`src/hdl/gif_lzw_encoder_assert.svh`:
```
// assertion macros shared by the output queue and the datapath
`ifndef GIF_LZW_ENCODER_ASSERT_SVH
`define GIF_LZW_ENCODER_ASSERT_SVH

// property checked at every clock edge outside reset
`define GLE_ASSERT(lbl, prop, msg) \
  lbl: assert property (@(posedge clk_i) disable iff (!rst_ni) prop) else $error(msg);

// antecedent followed by a consequent in the next cycle
`define GLE_ASSERT_NEXT(lbl, ante, cons, msg) \
  lbl: assert property (@(posedge clk_i) disable iff (!rst_ni) (ante) |=> (cons)) else $error(msg);

`endif

```
`src/hdl/gle_pkg.sv`:
```
// types, constants and command/status structs of the gif lzw encoder
package gle_pkg;

  localparam int unsigned DICT_SLOTS = 8192;
  localparam int unsigned OUT_DEPTH  = 4;

  localparam logic [19:0] EMPTY_KEY = 20'hFFFFF;
  localparam logic [12:0] MAX_CODE  = 13'd4095;
  localparam logic [3:0]  MAX_WIDTH = 4'd12;
  localparam logic [3:0]  DEPTH_MIN = 4'd2;
  localparam logic [3:0]  DEPTH_MAX = 4'd8;
  localparam logic [3:0]  DEPTH_RST = 4'd8;

  typedef enum logic [1:0] {
    OP_START  = 2'd0,
    OP_PIXEL  = 2'd1,
    OP_FINISH = 2'd2
  } opcode_e;

  typedef enum logic [1:0] {
    CS_PREFIX = 2'd0,
    CS_CLEAR  = 2'd1,
    CS_END    = 2'd2
  } code_sel_e;

  typedef enum logic [4:0] {
    PH_START      = 5'b00001,
    PH_MISS_PREF  = 5'b00010,
    PH_MISS_CLR   = 5'b00100,
    PH_FIN_PREF   = 5'b01000,
    PH_FIN_END    = 5'b10000
  } phase_e;

  typedef struct packed {
    logic      latch;
    logic      start_img;
    logic      put_code;
    code_sel_e code_sel;
    logic      emit_depth;
    logic      drain;
    logic      grow;
    logic      set_prefix_pix;
    logic      set_prefix_hit;
    logic      probe_start;
    logic      probe_next;
    logic      probe_miss;
    logic      dict_add;
    logic      restart;
    logic      clr_step;
    logic      fin_cleanup;
    logic      flush;
  } cmd_t;

  typedef struct packed {
    logic [1:0] op;
    logic       active;
    logic       prefix_valid;
    logic       bc_ge8;
    logic       bc_nz;
    logic       emit_stall;
    logic       fifo_full;
    logic       pend_valid;
    logic       hit;
    logic       empty;
    logic       exhausted;
    logic       nfc_full;
    logic       clr_last;
  } sts_t;

  typedef struct packed {
    logic [7:0] out_byte;
    logic       is_last;
    logic       end_of_image;
  } out_entry_t;

endpackage

```
`src/hdl/gle_out_fifo.sv`:
```
// small output queue holding packed bytes until the consumer takes them
`include "gif_lzw_encoder_assert.svh"
module gle_out_fifo (
  input  logic                clk_i,
  input  logic                rst_ni,
  input  logic                push_i,
  input  gle_pkg::out_entry_t push_data_i,
  output logic                full_o,
  output logic                valid_o,
  input  logic                ready_i,
  output gle_pkg::out_entry_t data_o
);

  localparam int unsigned AW = $clog2(gle_pkg::OUT_DEPTH);
  localparam int unsigned CW = $clog2(gle_pkg::OUT_DEPTH + 1);

  gle_pkg::out_entry_t mem_q [gle_pkg::OUT_DEPTH];
  logic [AW-1:0] wr_q, wr_d, rd_q, rd_d;
  logic [CW-1:0] cnt_q, cnt_d;
  logic          pop;

  assign pop     = valid_o && ready_i;
  assign valid_o = (cnt_q != '0);
  assign full_o  = (cnt_q == CW'(gle_pkg::OUT_DEPTH));
  assign data_o  = mem_q[rd_q];

  always_comb begin
    wr_d  = wr_q;
    rd_d  = rd_q;
    cnt_d = cnt_q;
    if (push_i) begin
      wr_d = (wr_q == AW'(gle_pkg::OUT_DEPTH - 1)) ? '0 : wr_q + AW'(1);
    end
    if (pop) begin
      rd_d = (rd_q == AW'(gle_pkg::OUT_DEPTH - 1)) ? '0 : rd_q + AW'(1);
    end
    if (push_i && !pop) begin
      cnt_d = cnt_q + CW'(1);
    end else if (!push_i && pop) begin
      cnt_d = cnt_q - CW'(1);
    end
  end

  always_ff @(posedge clk_i or negedge rst_ni) begin
    if (!rst_ni) begin
      wr_q  <= '0;
      rd_q  <= '0;
      cnt_q <= '0;
    end else begin
      wr_q  <= wr_d;
      rd_q  <= rd_d;
      cnt_q <= cnt_d;
    end
  end

  always_ff @(posedge clk_i) begin
    if (push_i) begin
      mem_q[wr_q] <= push_data_i;
    end
  end

  `GLE_ASSERT(a_no_overflow, push_i |-> !full_o, "push into full output queue")
  `GLE_ASSERT_NEXT(a_pop_count, pop && !push_i, cnt_q == $past(cnt_q) - CW'(1), "pop miscounted")
  `GLE_ASSERT(a_count_range, cnt_q <= CW'(gle_pkg::OUT_DEPTH), "queue count out of range")

endmodule

```
`config.mk`:
```
export PLATFORM = sky130hd
export DESIGN_NAME = gle_out_fifo
export DESIGN_NICKNAME = d
export VERILOG_FILES = /design/src/hdl/gle_pkg.sv /design/src/hdl/gle_out_fifo.sv
export VERILOG_INCLUDE_DIRS = /design/src /design/src/hdl
export SDC_FILE = /design/constraint.sdc
export NUM_CORES = 1
export LEC_CHECK = 0
export ABC_AREA = 0
export BUFFER_PORTS_ARGS = -buffer_cell sky130_fd_sc_hd__buf_2
export CORE_MARGIN = 2
export CORE_UTILIZATION = 40
export DETAILED_ROUTE_END_ITERATION = 10
export GPL_TIMING_DRIVEN = 0
export REMOVE_ABC_BUFFERS = 1
export SLEW_MARGIN = 20
export SYNTH_ARGS = -nofsm -noshare
export SYNTH_HDL_FRONTEND = slang
export SYNTH_SLANG_ARGS = --single-unit
```
`constraint.sdc`:
```
create_clock -name clk_i -period 1.76 [get_ports clk_i]
set_input_delay 0.352 -clock clk_i [delete_from_list [all_inputs] [get_ports clk_i]]
set_output_delay 0.352 -clock clk_i [all_outputs]
set_load 0.05 [all_outputs]
```
==> summary.md <==
| Metric | Value |
|---|---|
| FMAX | `520 MHz` |
| Synthesis-to-layout area growth | `25.3%` |
| Design Area, Final | `between 2000 and 2500 µm²` |
| Violated checks | `setup timing` |
| Die Ht | `slightly above 70 µm` |
| CTS clock-pin slew for the worst setup and hold paths | `0.09 ns` |
| Global placer's final weighted congestion | `0.682` |
| Final setup violation count | `12` |
| Drt pass-1 iters | `4` |
| Metal-1 WL | `around 1400 µm` |
| Cell accounting for the most synthesized area | `edfxtp_1` |
| Setup WS post-layout | `-0.163 ns` |
| Via count | `roughly 930` |
| DRT Wirelength | `roughly 3100 µm` |
| Pin count of the biggest net entering global routing | `16` |
| Crit Path Category | `reg2out` |
| Synth Register Bits | `47` |
| Worst setup SP type | `flip-flop` |
| Initial antenna violation count | `0` |
| Peak VDD IR | `approximately 0.7 mV` |
| First-pass GRT wire length | `about 4800 µm` |
| Share of layout cells above drive strength 1 | `0.481` |
| Top routing layer in use | `met4` |
| Number of enable flip-flop cells after synthesis | `40` |
| Synth top area share | `0.640` |
| Type of the tightest min-delay check | `in2reg` |
| Tot GR Track Use | `0.130` |
| Total I/O pin count | `26` |
| Status | `finished with violations` |
| Warnings, synthesis | `0` |
| CP Max Fanout | `4` |
| Post-Syn Area per Cell | `21.1 µm²` |
| Critical Path Sink Type | `output port` |
| Final Max Tran Viols | `0` |
| DR iter-0 viols | `36` |
| CTS Root Cell | `clkbuf_8` |
| Vias in the first global route | `a little under 1000` |
| Total negative setup slack | `-1.79 ns` |
| R2R Setup Slk | `-0.13 ns` |
| DRC | `0` |
| Die footprint | `approximately 5300 µm²` |
| DP Area | `~2000 µm²` |
| Register area share after synthesis | `0.734` |
| LEAKAGE | `between 0.8 and 0.9 nW` |
| Grt total ovfl | `0` |
| HPWL Detailed | `between 1500 and 2000 µm` |
| Worst Tran Pin Value | `approximately 0.57 ns` |
| Worst skew pair latency | `roughly 0.30 ns` |
| Setup Skew | `about 0.0075 ns` |
| Final hold vios | `0` |
| Wire length on met3 | `between 100 and 150 µm` |
| Die Wd | `between 70 and 80 µm` |
| Tmin final | `about 1.9 ns` |
| Synth area leaders | `edfxtp_1 (64%), mux4_2 (12%), dfrtp_1 (9.3%)` |
| Cell count after synthesis | `89` |
| Synth unique cells | `19` |
| Arr. time, crit path | `between 1.5 and 2 ns` |
| Main flop type after synthesis | `edfxtp_1` |
| # Max-Cap Violations | `0` |
| Via-per-instance ratio | `between 5 and 6` |
| Final #Nets | `~150` |
| Core Rows | `24` |
| CTS buffer count | `5` |
| Pwr Total | `0.00440 W` |
| RSZ-0062 raised after global routing | `true` |
| Post-layout util | `0.529` |
| Slew HR | `0.621` |
| Worst hold slack | `0.263 ns` |
| DR WL met2 | `1490 µm` |
| Power Density | `1870 nW/µm²` |
| WL per Instance | `roughly 17 µm` |
| Clk buf depth | `2` |
| H-tree lvl count | `2` |
| Async set-reset flop share out of synthesis | `0.149` |
| # clock sinks | `47` |
| Core area | `between 4000 and 5000 µm²` |
| Post-Syn Area | `1880 µm²` |
| CTS tree | `done` |
| Worst EP required | `about 1.4 ns` |
| Port bufs | `25` |
| ANT cells | `0` |
| Antenna Nets Post-Route | `0` |
| Crit share post-route | `1.09` |
| Initial core utilization | `0.422` |
==> metrics by stage <==
stage	worst slack, ns	std cells
final	-0.163	183
after global routing	-0.213	183
after CTS	-0.165	182
after detailed placement	-0.327	164
after global placement	-0.272	164
after floorplan	-0.333	87
==> critical path, cell delays in order, from the launching register on <==
cell and delay, ns:
dfrtp_4 0.46, buf_6 0.14, mux4_2 0.51, buf_6 0.17
==> cells in the mapped netlist, drive strengths merged (2+ instances only) <==
cell type / number
o21ai: 2
buf: 2
dfrtp: 7
mux2: 3
ha: 6
mux4: 10
edfxtp: 40
nand2: 3
nor2: 3
inv: 3
and2: 4
xor2: 2
==> state kept, by name (all words and copies together) (netlist names) <==
signal	flops
mem_q	40
cnt_q	3
rd_q	2
wr_q	2
==> layout by cell type (no fill, tap or decap) <==
master	synthesis	layout
dfrtp_1	7	4
buf_8	0	2
ha_1	6	5
xor2_1	2	2
mux2_2	1	1
clkbuf_8	0	5
nor2_1	3	3
inv_1	3	2
ha_4	0	1
xnor2_1	1	1
buf_4	0	8
nand2_1	2	2
dfrtp_2	0	2
buf_6	1	11
o21ai_0	2	2
bufinv_16	0	1
inv_6	0	1
mux4_2	10	10
edfxtp_1	40	40
inv_2	0	1
nand2_4	1	1
buf_2	1	14
nor3b_1	1	1
fa_2	0	1
clkinv_1	0	1
dlygate4sd3_1	0	1
or3_4	1	1
mux2_4	2	2
dfrtp_4	0	1
and2_1	4	4
==> what timing repair did <==
| action | in CTS | in global routing |
|---|---|---|
| pin swaps | 6 | 1 |
| setup buffers | 9 | 1 |
| hold buffers | 1 | 0 |
| hold endpoints to repair | 7 | 0 |
| gates resized for setup | 33 | 2 |
| endpoints found under the setup margin | 13 | 13 |
==> routing by layer <==
metal	GRT usage	up-vias
li1	-	429
met1	0.170	476
met2	0.202	18
met3	0.0500	5
met4	0.0432	0
met5	0	-
==> cell families after synthesis <==
group           Yosys count  synth area share
compound gates            2           0.00534
buf+inv                   5            0.0147
mux                      13             0.142
xor+xnor                  3            0.0140
simple gates             12            0.0394
flops                    47             0.734
fa+ha+maj                 7            0.0507
==> where the power goes <==
part / switching (W) / internal (W) / total, W
registers: 0.000156 / 0.00147 / 0.00163
clock network: 0.000357 / 0.000423 / 0.000780
logic: 0.00109 / 0.000900 / 0.00199
total: 0.00160 / 0.00279 / 0.00440
==> cell type report <==
type                       count  area [µm²]
clock inverter                 3        42.5
multi-input combinational     37         487
clock buffer                   5        68.8
tap                           52        65.1
inverter                       3        11.3
fill                         355        2090
sequential                    47        1380
timing repair buffer          36         294
==> path summary, 6_finish.rpt <==
path / from / to / cells after the start
setup / recovery: rd_q[0] / data_o[6] / 3
hold / removal: push_data_i[4] / mem_q[1][4] / 1
setup reg to reg: cnt_q[1] / cnt_q[2] / 8
hold reg to reg: cnt_q[2] / cnt_q[2] / 1
max in group asynchronous: rst_ni / cnt_q[0] / 2
min in group asynchronous: rst_ni / cnt_q[1] / 2
(Power assumes the default switching activity.)
