## config.mk

```make
export PLATFORM = sky130hd
export DESIGN_NAME = gle_ctrl
export DESIGN_NICKNAME = d
export VERILOG_FILES = /design/src/hdl/gif_lzw_encoder_assert.svh /design/src/hdl/gle_pkg.sv /design/src/hdl/gle_ctrl.sv
export SDC_FILE = /design/constraint.sdc
export NUM_CORES = 1
export LEC_CHECK = 0
export ABC_AREA = 1
export CAP_MARGIN = 10
export CORE_UTILIZATION = 45
export DETAILED_ROUTE_END_ITERATION = 7
export DONT_BUFFER_PORTS = 1
export SLEW_MARGIN = 10
export SYNTH_ARGS = -nofsm -noshare
export SYNTH_HDL_FRONTEND = slang
export SYNTH_SLANG_ARGS = --single-unit
export TNS_END_PERCENT = 20
```

## constraint.sdc

```tcl
create_clock -name clk_i -period 1.5 [get_ports clk_i]
set_input_delay 0.075 -clock clk_i [delete_from_list [all_inputs] [get_ports clk_i]]
set_output_delay 0.075 -clock clk_i [all_outputs]
set_load 0.1 [all_outputs]
```

## src/hdl/gif_lzw_encoder_assert.svh

```systemverilog
// assertion macros shared by the output queue and the datapath
`ifndef GIF_LZW_ENCODER_ASSERT_SVH
`define GIF_LZW_ENCODER_ASSERT_SVH

// property checked at every clock edge outside reset
`define GLE_ASSERT(lbl, prop, msg) \
  lbl: assert property (@(posedge clk_i) disable iff (!rst_ni) prop) else $error(msg);

// antecedent followed by a consequent in the next cycle
`define GLE_ASSERT_NEXT(lbl, ante, cons, msg) \
  lbl: assert property (@(posedge clk_i) disable iff (!rst_ni) (ante) |=> (cons)) else $error(msg);

`endif

```

## src/hdl/gle_pkg.sv

```systemverilog
// types, constants and command/status structs of the gif lzw encoder
package gle_pkg;

  localparam int unsigned DICT_SLOTS = 8192;
  localparam int unsigned OUT_DEPTH  = 4;

  localparam logic [19:0] EMPTY_KEY = 20'hFFFFF;
  localparam logic [12:0] MAX_CODE  = 13'd4095;
  localparam logic [3:0]  MAX_WIDTH = 4'd12;
  localparam logic [3:0]  DEPTH_MIN = 4'd2;
  localparam logic [3:0]  DEPTH_MAX = 4'd8;
  localparam logic [3:0]  DEPTH_RST = 4'd8;

  typedef enum logic [1:0] {
    OP_START  = 2'd0,
    OP_PIXEL  = 2'd1,
    OP_FINISH = 2'd2
  } opcode_e;

  typedef enum logic [1:0] {
    CS_PREFIX = 2'd0,
    CS_CLEAR  = 2'd1,
    CS_END    = 2'd2
  } code_sel_e;

  typedef enum logic [4:0] {
    PH_START      = 5'b00001,
    PH_MISS_PREF  = 5'b00010,
    PH_MISS_CLR   = 5'b00100,
    PH_FIN_PREF   = 5'b01000,
    PH_FIN_END    = 5'b10000
  } phase_e;

  typedef struct packed {
    logic      latch;
    logic      start_img;
    logic      put_code;
    code_sel_e code_sel;
    logic      emit_depth;
    logic      drain;
    logic      grow;
    logic      set_prefix_pix;
    logic      set_prefix_hit;
    logic      probe_start;
    logic      probe_next;
    logic      probe_miss;
    logic      dict_add;
    logic      restart;
    logic      clr_step;
    logic      fin_cleanup;
    logic      flush;
  } cmd_t;

  typedef struct packed {
    logic [1:0] op;
    logic       active;
    logic       prefix_valid;
    logic       bc_ge8;
    logic       bc_nz;
    logic       emit_stall;
    logic       fifo_full;
    logic       pend_valid;
    logic       hit;
    logic       empty;
    logic       exhausted;
    logic       nfc_full;
    logic       clr_last;
  } sts_t;

  typedef struct packed {
    logic [7:0] out_byte;
    logic       is_last;
    logic       end_of_image;
  } out_entry_t;

endpackage

```

## src/hdl/gle_ctrl.sv

```systemverilog
// sequencing state machine of the encoder
module gle_ctrl (
  input  logic          clk_i,
  input  logic          rst_ni,
  input  logic          in_valid_i,
  output logic          in_ready_o,
  output gle_pkg::cmd_t cmd_o,
  input  gle_pkg::sts_t sts_i
);

  typedef enum logic [10:0] {
    ST_CLEAR = 11'b00000000001,
    ST_IDLE  = 11'b00000000010,
    ST_DEC   = 11'b00000000100,
    ST_DEPTH = 11'b00000001000,
    ST_PUT   = 11'b00000010000,
    ST_DRAIN = 11'b00000100000,
    ST_PROBE = 11'b00001000000,
    ST_CHECK = 11'b00010000000,
    ST_ADD   = 11'b00100000000,
    ST_RESID = 11'b01000000000,
    ST_FLUSH = 11'b10000000000
  } state_e;

  state_e             state_q, state_d;
  gle_pkg::phase_e    phase_q, phase_d;
  gle_pkg::code_sel_e csel_q, csel_d;
  logic               need_clr_q, need_clr_d;

  assign in_ready_o = (state_q == ST_IDLE);

  always_comb begin
    state_d    = state_q;
    phase_d    = phase_q;
    csel_d     = csel_q;
    need_clr_d = need_clr_q;
    cmd_o      = '0;
    cmd_o.code_sel = csel_q;
    case (state_q)
      ST_CLEAR: begin
        cmd_o.clr_step = 1'b1;
        if (sts_i.clr_last) begin
          need_clr_d = 1'b0;
          state_d    = ST_IDLE;
        end
      end
      ST_IDLE: begin
        if (in_valid_i) begin
          cmd_o.latch = 1'b1;
          state_d     = ST_DEC;
        end
      end
      ST_DEC: begin
        case (sts_i.op)
          gle_pkg::OP_START: begin
            cmd_o.start_img = 1'b1;
            need_clr_d      = 1'b1;
            state_d         = ST_DEPTH;
          end
          gle_pkg::OP_PIXEL: begin
            if (!sts_i.active) begin
              state_d = ST_IDLE;
            end else if (!sts_i.prefix_valid) begin
              cmd_o.set_prefix_pix = 1'b1;
              state_d = ST_IDLE;
            end else begin
              cmd_o.probe_start = 1'b1;
              state_d = ST_PROBE;
            end
          end
          gle_pkg::OP_FINISH: begin
            if (!sts_i.active) begin
              state_d = ST_IDLE;
            end else if (sts_i.prefix_valid) begin
              csel_d  = gle_pkg::CS_PREFIX;
              phase_d = gle_pkg::PH_FIN_PREF;
              state_d = ST_PUT;
            end else begin
              csel_d  = gle_pkg::CS_END;
              phase_d = gle_pkg::PH_FIN_END;
              state_d = ST_PUT;
            end
          end
          default: state_d = ST_IDLE;
        endcase
      end
      ST_DEPTH: begin
        if (!sts_i.emit_stall) begin
          cmd_o.emit_depth = 1'b1;
          csel_d  = gle_pkg::CS_CLEAR;
          phase_d = gle_pkg::PH_START;
          state_d = ST_PUT;
        end
      end
      ST_PUT: begin
        cmd_o.put_code = 1'b1;
        state_d = ST_DRAIN;
      end
      ST_DRAIN: begin
        if (sts_i.bc_ge8) begin
          if (!sts_i.emit_stall) begin
            cmd_o.drain = 1'b1;
          end
        end else begin
          cmd_o.grow = 1'b1;
          case (phase_q)
            gle_pkg::PH_START: state_d = ST_FLUSH;
            gle_pkg::PH_MISS_PREF: begin
              cmd_o.set_prefix_pix = 1'b1;
              if (sts_i.nfc_full) begin
                csel_d  = gle_pkg::CS_CLEAR;
                phase_d = gle_pkg::PH_MISS_CLR;
                state_d = ST_PUT;
              end else begin
                state_d = ST_ADD;
              end
            end
            gle_pkg::PH_MISS_CLR: begin
              cmd_o.restart = 1'b1;
              need_clr_d    = 1'b1;
              state_d       = ST_FLUSH;
            end
            gle_pkg::PH_FIN_PREF: begin
              csel_d  = gle_pkg::CS_END;
              phase_d = gle_pkg::PH_FIN_END;
              state_d = ST_PUT;
            end
            gle_pkg::PH_FIN_END: state_d = ST_RESID;
            default: state_d = ST_FLUSH;
          endcase
        end
      end
      ST_PROBE: state_d = ST_CHECK;
      ST_CHECK: begin
        if (sts_i.empty || (!sts_i.hit && sts_i.exhausted)) begin
          cmd_o.probe_miss = 1'b1;
          csel_d  = gle_pkg::CS_PREFIX;
          phase_d = gle_pkg::PH_MISS_PREF;
          state_d = ST_PUT;
        end else if (sts_i.hit) begin
          cmd_o.set_prefix_hit = 1'b1;
          state_d = ST_IDLE;
        end else begin
          cmd_o.probe_next = 1'b1;
          state_d = ST_PROBE;
        end
      end
      ST_ADD: begin
        cmd_o.dict_add = 1'b1;
        state_d = ST_FLUSH;
      end
      ST_RESID: begin
        if (sts_i.bc_nz) begin
          if (!sts_i.emit_stall) begin
            cmd_o.drain = 1'b1;
          end
        end else begin
          cmd_o.fin_cleanup = 1'b1;
          state_d = ST_FLUSH;
        end
      end
      ST_FLUSH: begin
        if (!sts_i.pend_valid) begin
          state_d = need_clr_q ? ST_CLEAR : ST_IDLE;
        end else if (!sts_i.fifo_full) begin
          cmd_o.flush = 1'b1;
          state_d = need_clr_q ? ST_CLEAR : ST_IDLE;
        end
      end
      default: state_d = ST_IDLE;
    endcase
  end

  always_ff @(posedge clk_i or negedge rst_ni) begin
    if (!rst_ni) begin
      state_q    <= ST_CLEAR;
      phase_q    <= gle_pkg::PH_START;
      csel_q     <= gle_pkg::CS_PREFIX;
      need_clr_q <= 1'b1;
    end else begin
      state_q    <= state_d;
      phase_q    <= phase_d;
      csel_q     <= csel_d;
      need_clr_q <= need_clr_d;
    end
  end

endmodule

```

==> metrics, run 1 <==
final hold violations 1; die height 59.48 µm; Routed WL per cell 15.67 µm; Rel. slew slack 40.54%; WL final 5.249 mm; CP max FO 4; CP startpoint kind register; post-synth cell types 29; Mean Syn Cell Area 6.696 µm²; largest net degree at the start of global routing 19; dpl hpwl 3.692 mm; count of final setup violators 31; fmax 0.5260 GHz; PortBufs 0; diode count 0; pre-CTS WS -0.2330 ns; Overflow after GRT 0; post-route cell area 2575 µm²; Mapped Cells 222; vias per inst 5.490; first-pass GRT wire length 8.169 mm; via count 1,839; Power Density 1437 nW/µm²; die area 3537 µm²; drt first pass iters 4; sequential cell area fraction in the yosys report 30.56%; row cnt 20; status complete, but fails checks; share of cells above drive strength 1 45.70%; Final Cycle Share 126.7%; DRC 0; top cell type's share of synthesized area 25.25%; top cells by area, synth dfrtp_1, nand2_1, nor2_1; vias in the first global route 1,813; cell taking the most area after synthesis dfrtp_1; Clock Root Buffer clkbuf_4; Leakage 1.252 nW; Final ANT Viol Nets 0; crit-path max cell delay 0.43 ns; Cell Area, Synth 1486 µm²; Critical-path top delay cell dfrtp_1; most frequent cells in the layout nand2_1, buf_4, inv_1, nor2_1; prevailing post-synth register cell dfrtp_1; CTS clk-pin slew, worst paths 0.11 ns; RSZ-0062 raised after global routing yes; gpl congestion 0.9336; asr flop ratio synth 100.0%; Worst-Skew Late Latency 0.30 ns; worst hold margin -0.007329 ns; CP cell instances nor2_2 > nand2_4 > nor2_4 > nand3_4 > a211oi_4 > buf_12; arrival time at the worst endpoint 1.83 ns; initial antenna violation count 0; Initial Utilization 47.90%; Hold Crit Class in2reg; Nets 309; Worst Setup Slack, final -0.4012 ns; Placeable Area 3103 µm²; Tot GR Track Use 31.42%; Max Cap Viol 0; CTS tree done; skew final 0.003112 ns; Top Ports 36; DP Area 2225 µm²; critical path endpoint category primary output; Die Width 59.48 µm; VDD IR-drop max 1304 µV; H-tree Lvls 1; min cycle time layout 1.901 ns; yosys warns 0; CTS Buf Count 3; clk buf depth 2; Syn Nets 239; synthesis-to-finish area growth 73.23%; Crit Path Class reg2out; WP data required 1.42 ns; clk sinks 18; Worst-Margin Slew 0.8890 ns; DRT iter0 DRCs 105; #FFs+latches synth 18; number of synthesized flops with an enable pin 0; violated checks negative hold slack, negative setup slack; most common cell after layout, fill and taps aside nand2_1; Final Max Slew Viols 0
[critical path, delay by kind of cell (launching register included)]
kind | cells | cell delay, ns
AND/OR/NAND/NOR | 4 | 0.59
buffers and inverters | 1 | 0.21
AO/OA/AOI/OAI | 1 | 0.29
flip-flops | 1 | 0.43
[stage by stage]
step | power [mW] | cells | TNS (ns) | util, %
floorplan | 2.222 | 222 | -4.615 | -
global placement | 2.852 | 316 | -2.136 | 71.69
detailed placement | 2.913 | 316 | -3.287 | 71.69
CTS | 3.574 | 334 | -7.664 | 81.21
global route | 3.885 | 335 | -10.72 | 82.98
finish | 3.701 | 335 | -8.283 | 82.98
[area by class of cell]
type	instances	area, µm²
Tap cell	44	55.05
Fill cell	211	528.0
Multi-Input combinational cell	164	1102
Sequential cell	18	454.2
Timing Repair Buffer	66	772.0
Inverter	39	155.1
Clock buffer	4	36.28
[registers in the layout (all words and copies together), names as in the netlist]
name        flops
csel_q          1
need_clr_q      1
state_q        11
phase_q         5
[final timing paths]
kind	from	to	slack, ns	cells past startpoint
hold / removal	sts_i[8]	state_q[9]	-0.007	2
hold reg to reg	phase_q[0]	phase_q[0]	0.49	2
setup reg to reg	state_q[10]	phase_q[1]	-0.25	11
min in group asynchronous	rst_ni	state_q[5]	0.33	1
setup / recovery	state_q[7]	cmd_o[11]	-0.40	6
max in group asynchronous	rst_ni	state_q[2]	0.63	1
[synth_stat cells (3+ instances only)]
cell,count
dfrtp_1,15
dfstp_2,3
inv_1,35
inv_2,4
nand2_1,43
nand2_2,6
nand3_1,19
nand3_2,3
nand4_1,6
nor2_1,36
nor2_2,5
nor2_4,4
nor3_1,9
o21ai_0,11
o21ai_1,3
o22ai_1,3
[repair_timing]
item | 4_1_cts | 5_1_grt
hold endpoints to repair | 24 | 0
resized for setup | 35 | 16
pin swaps | 13 | 5
hold buffers | 7 | 0
setup endpoints to repair | 32 | 32
setup buffers | 7 | 1
[cells by family (layout without fill, tap and decap cells)]
family | Yosys count | in the layout | share of synthesized area (%)
and+or+nand+nor | 142 | 142 | 50.84
buffers and inverters | 40 | 109 | 10.35
AOI/OAI and AO/OA | 22 | 22 | 8.249
DFF | 18 | 18 | 30.56
[routing by layer]
metal  up-vias  GRT usage, %  part of all wire (%)
li1        845             -                     -
met1       873         37.21                    38
met2        99         56.34                    52
met3        22         5.459                   7.7
met4         0         11.22                   2.8
met5         -             0                     0
[report_power, final]
| group | leakage [nW] | internal, mW | switching, mW |
|---|---|---|---|
| Combinational | 0.998 | 1.03 | 1.66 |
| Clock | 0.0210 | 0.148 | 0.168 |
| Sequential | 0.233 | 0.596 | 0.0973 |
| Total | 1.25 | 1.77 | 1.93 |
Note: power is estimated with default switching activity, not from simulation.
==> inputs of run 2 (changes only) <==
- CORE_ASPECT_RATIO: unset -> 0.7
==> run 2 against run 1 <==
Effect of this change:
- largest cell class unchanged
- count of clock-buffer cells in the layout did not move
- global-route usage rose by 0.45 points
- combinational power rose by 5%
- critical path type unchanged
- clock power rose by 37%
- highest routed layer unchanged
- non-clock buffer count did not move
- register-to-register slack got worse by 0.10 ns
- clock skew rose by 0.0047 ns
- maximum frequency fell by 1.2%
- critical endpoint unchanged
- the flow finishes with violations (design-rule violations, negative setup slack)
==> metrics, run 2 (synthesis gave the netlist of run 1 again) <==
status complete, but fails checks; violated checks design-rule violations, negative setup slack; Final ANT Viol Nets 0; Hold Crit Class in2reg; Switching Share 51.20%; Initial Utilization 47.22%; Clock Root Buffer clkbuf_8; clk buf depth 2; Clock power frac 11.0%; skew final 0.007799 ns; via count 1,824; post-route cell area 2611 µm²; Top Ports 36; placed cells 310; H-tree Lvls 1; Worst-Margin Slew 0.9309 ns; VDD IR-drop max 1060 µV; vias per inst 5.544; Nets 309; Logic pwr share 71.4%; die height 50.09 µm; final hold violations 0; Leakage 1.255 nW; Crit Path Class reg2out; Tot GR Track Use 31.87%; clk sinks 18; Worst-Skew Late Latency 0.27 ns; min cycle time layout 1.924 ns; dpl hpwl 3.669 mm; synthesis-to-finish area growth 75.67%; die area 3541 µm²; Die Width 70.70 µm; most frequent cells in the layout nand2_1, buf_4, inv_1, nor2_4; Largest register FFs 11; most common cell after layout, fill and taps aside nand2_1; vias in the first global route 1,903; biggest regs state_q: 11 flops, phase_q: 5 flops; Biggest register state_q; Power Density 1511 nW/µm²; CP startpoint kind register; row cnt 17; critical path endpoint category primary output; gpl congestion 0.8899; Final Max Slew Viols 0; Overflow after GRT 0; Finished Core Util 82.95%; Pint 1.926 mW; arrival time at the worst endpoint 1.85 ns; first-pass GRT wire length 8.625 mm; fmax 0.5196 GHz; WP data required 1.42 ns; diode count 0; DRT iter0 DRCs 123; initial antenna violation count 0; largest net degree at the start of global routing 19; drt first pass iters 7; DP Area 2205 µm²; switching pwr 2.020 mW; sequential power share 17.7%; WL final 5.345 mm; final total power 3.946 mW; Placeable Area 3148 µm²; CTS tree done; CTS Buf Count 3; RSZ-0062 raised after global routing yes; CP max FO 3; Rel. slew slack 37.73%; count of final setup violators 31; Max Cap Viol 0; Routed WL per cell 16.25 µm; fin cells 329; Final Cycle Share 128.3%; DRC 4; Worst Setup Slack, final -0.4244 ns; share of cells above drive strength 1 48.45%; CTS clk-pin slew, worst paths 0.08 ns; PortBufs 0
==> run 2: layer usage <==
metal	GRT usage [%]	part of all wire, %	wire (µm)	vias to the layer above
met3	8.589	8.1	433	17
met2	53.04	47	2522	102
met4	12.00	2.5	134	0
met1	39.57	42	2255	855
li1	-	-	-	850
met5	0	0	0	-
==> run 2: final cells by class <==
type                            count  area (µm²)
Clock buffer                        4       55.05
Fill cell                         189       536.8
Inverter                           39       153.9
Multi-Input combinational cell    164        1137
Sequential cell                    18       454.2
Tap cell                           38       47.55
Timing Repair Buffer               66       763.2
==> run 2: power groups by stage <==
| stage | sequential (mW) | combinational (mW) | clock, mW |
|---|---|---|---|
| 2_1_floorplan | 0.706 | 1.52 | 0 |
| 3_3_place_gp | 0.679 | 2.17 | 0 |
| 3_5_place_dp | 0.684 | 2.22 | 0 |
| 4_1_cts | 0.687 | 2.60 | 0.429 |
| 5_1_grt | 0.706 | 2.97 | 0.450 |
| 6_report | 0.697 | 2.82 | 0.432 |
==> run 2: what timing repair did <==
item,CTS,global route
pin swaps,19,10
hold endpoints to repair,21,0
setup endpoints to repair,31,31
resized for setup,47,19
hold buffers,4,0
setup buffers,9,2
==> run 2: through the flow <==
stage	worst slack, ns	setup TNS, ns	hold WS (ns)
6_report	-0.4244	-8.689	0.002768
5_1_grt	-0.4857	-10.49	0.01585
4_1_cts	-0.3945	-7.011	0.007799
3_5_place_dp	-0.2787	-3.968	-0.2203
3_3_place_gp	-0.2236	-2.846	-0.2203
2_1_floorplan	-0.5004	-4.615	-0.2206
==> run 2: worst max-delay path, stage by stage, from the launching register on <==
cell and delay [ns]:
dfrtp_1 0.42, nor2_2 0.18, nand2_4 0.09, buf_6 0.14, nor2_4 0.15, nand3_4 0.12
a211oi_4 0.27, buf_12 0.21
==> run 2: final timing paths <==
check | from | to | slack (ns) | cells past startpoint
max | state_q[3] | cmd_o[11] | -0.42 | 7
max reg2reg | state_q[0] | state_q[1] | -0.35 | 12
min | sts_i[6] | state_q[10] | 0.003 | 2
min in group asynchronous | rst_ni | phase_q[4] | 0.39 | 1
max in group asynchronous | rst_ni | state_q[1] | 0.54 | 1
min reg2reg | csel_q[0] | csel_q[0] | 0.49 | 2
==> inputs of run 3 (changes only) <==
- CORE_ASPECT_RATIO: 0.7 -> unset
- PLACE_DENSITY_LB_ADDON: unset -> 0.1
==> run 3 against run 2 <==
Effect of this change:
- the flow finishes with violations (negative setup slack)
- largest cell class unchanged
- count of clock-buffer cells in the layout is the same
- cell area grew 3.3%
- power shrank 0.81%
==> metrics, run 3 (synthesis gave the netlist of run 1 again) <==
Rel. slew slack 41.83%; final hold violations 0; via count 1,892; clk buf depth 2; Crit Path Class reg2out; Nets 318; arrival time at the worst endpoint 1.86 ns; R2R setup slack -0.32 ns; most used cell, CP nor2_4; Largest register FFs 11; Filler cells 180; DRC 0; Placeable Area 3103 µm²; most frequent cells in the layout buf_4, nand2_1, inv_1, nor2_4, nor2_1; skew final 0.02236 ns; CP cell instances nor2_4 > nand2_4 > nor2_8 > buf_4 > nand3_4 > buf_6 > nor2_4 > buf_12; CTS Buf Count 3; CP startpoint kind register; vias in the first global route 1,828; initial antenna violation count 0; most common cell after layout, fill and taps aside buf_4; critical path endpoint cmd_o[6]; dpl hpwl 3.801 mm; drt first pass iters 4; Die Width 59.48 µm; count of final setup violators 32; gpl congestion 0.9253; Crit. Startpoint state_q[1]; Top Ports 36; Final ANT Viol Nets 0; Final Cycle Share 129.0%; Critical-path top delay cell dfrtp_1; WP data required 1.42 ns; PortBufs 0; share of cells above drive strength 1 49.00%; CTS clk-pin slew, worst paths 0.13 ns; Leakage 1.287 nW; Reg2Reg Depth 12; die height 59.48 µm; Max Cap Viol 0; FF-to-FF Start state_q[6]; RR Endpoint state_q[1]; pre-CTS WS -0.2579 ns; final total power 3.914 mW; CP max FO 5; Tot GR Track Use 32.52%; largest net degree at the start of global routing 19; diode count 0; status complete, but fails checks; Overflow after GRT 0; Biggest register state_q; fmax 0.5170 GHz; CTS tree done; fin cells 344; die area 3537 µm²; min cycle time layout 1.934 ns; Clock Root Buffer clkbuf_4; clk sinks 18; Initial Utilization 47.90%; Final Max Slew Viols 0; RSZ-0062 raised after global routing yes; DRT iter0 DRCs 131; Power Density 1451 nW/µm²; violated checks negative setup slack; Worst-Skew Late Latency 0.31 ns; post-route cell area 2698 µm²; Worst-Margin Slew 0.8697 ns; row cnt 20; biggest regs state_q: 11 flops, phase_q: 5 flops; H-tree Lvls 1; crit-path max cell delay 0.44 ns; VDD IR-drop max 922.0 µV; critical path endpoint category primary output; DP Area 2220 µm²; worst hold margin 0.03217 ns; placed cells 317; Routed WL per cell 16.55 µm; synthesis-to-finish area growth 81.48%; Worst Setup Slack, final -0.4343 ns; Hold Crit Class in2reg; WL final 5.693 mm; vias per inst 5.500; first-pass GRT wire length 8.459 mm
[run 3: layout make-up]
type,instances,area [µm²],share of cell area (%)
inverter,39,151.4,5.612
tap,44,55.05,2.041
multi-input combinational,164,1175,43.55
clock buffer,4,26.28,0.9740
timing repair buffer,75,835.8,30.98
sequential,18,454.2,16.84
[run 3: worst min-delay path by stage]
stage,cells past startpoint,to,from,slack [ns]
floorplan,0,csel_q[0],rst_ni,-0.22
finish,3,state_q[6],sts_i[12],0.03
global placement,0,state_q[8],rst_ni,-0.22
global route,2,state_q[3],sts_i[13],0.04
CTS,2,state_q[9],sts_i[8],0.006
detailed placement,0,state_q[10],rst_ni,-0.22
[run 3: where the power goes]
group / leakage [nW] / total, mW / switching [mW] / internal [mW]
registers: 0.233 / 0.704 / 0.108 / 0.596
clock network: 0.0150 / 0.274 / 0.170 / 0.104
logic: 1.04 / 2.94 / 1.79 / 1.14
total: 1.29 / 3.91 / 2.07 / 1.84
[run 3: timing repair]
item,CTS,global route
hold endpoints to repair,24,0
resized for setup,42,23
hold buffers,7,0
gates cloned,0,0
pin swaps,18,18
setup endpoints to repair,32,31
buffers inserted,11,5
[run 3: critical path, delay by kind of cell, from the launching register on]
family | cells | cell delay, ns
flip-flops | 1 | 0.44
buffers and inverters | 3 | 0.50
AND/OR/NAND/NOR | 5 | 0.63
[run 3: stage by stage]
stage / TNS, ns / util [%]
after detailed placement: -4.128 / 71.53
after global placement: -2.572 / 71.53
after CTS: -7.683 / 82.74
after global routing: -11.84 / 86.94
after floorplan: -4.615 / -
final: -9.474 / 86.94
[run 3: metal layers]
metal | GRT usage (%) | share of wire, % | vias up
met5 | 0 | 0 | -
met4 | 11.56 | 3.7 | 0
met3 | 5.240 | 6.7 | 27
met2 | 58.27 | 51 | 98
met1 | 38.79 | 39 | 901
li1 | - | - | 866
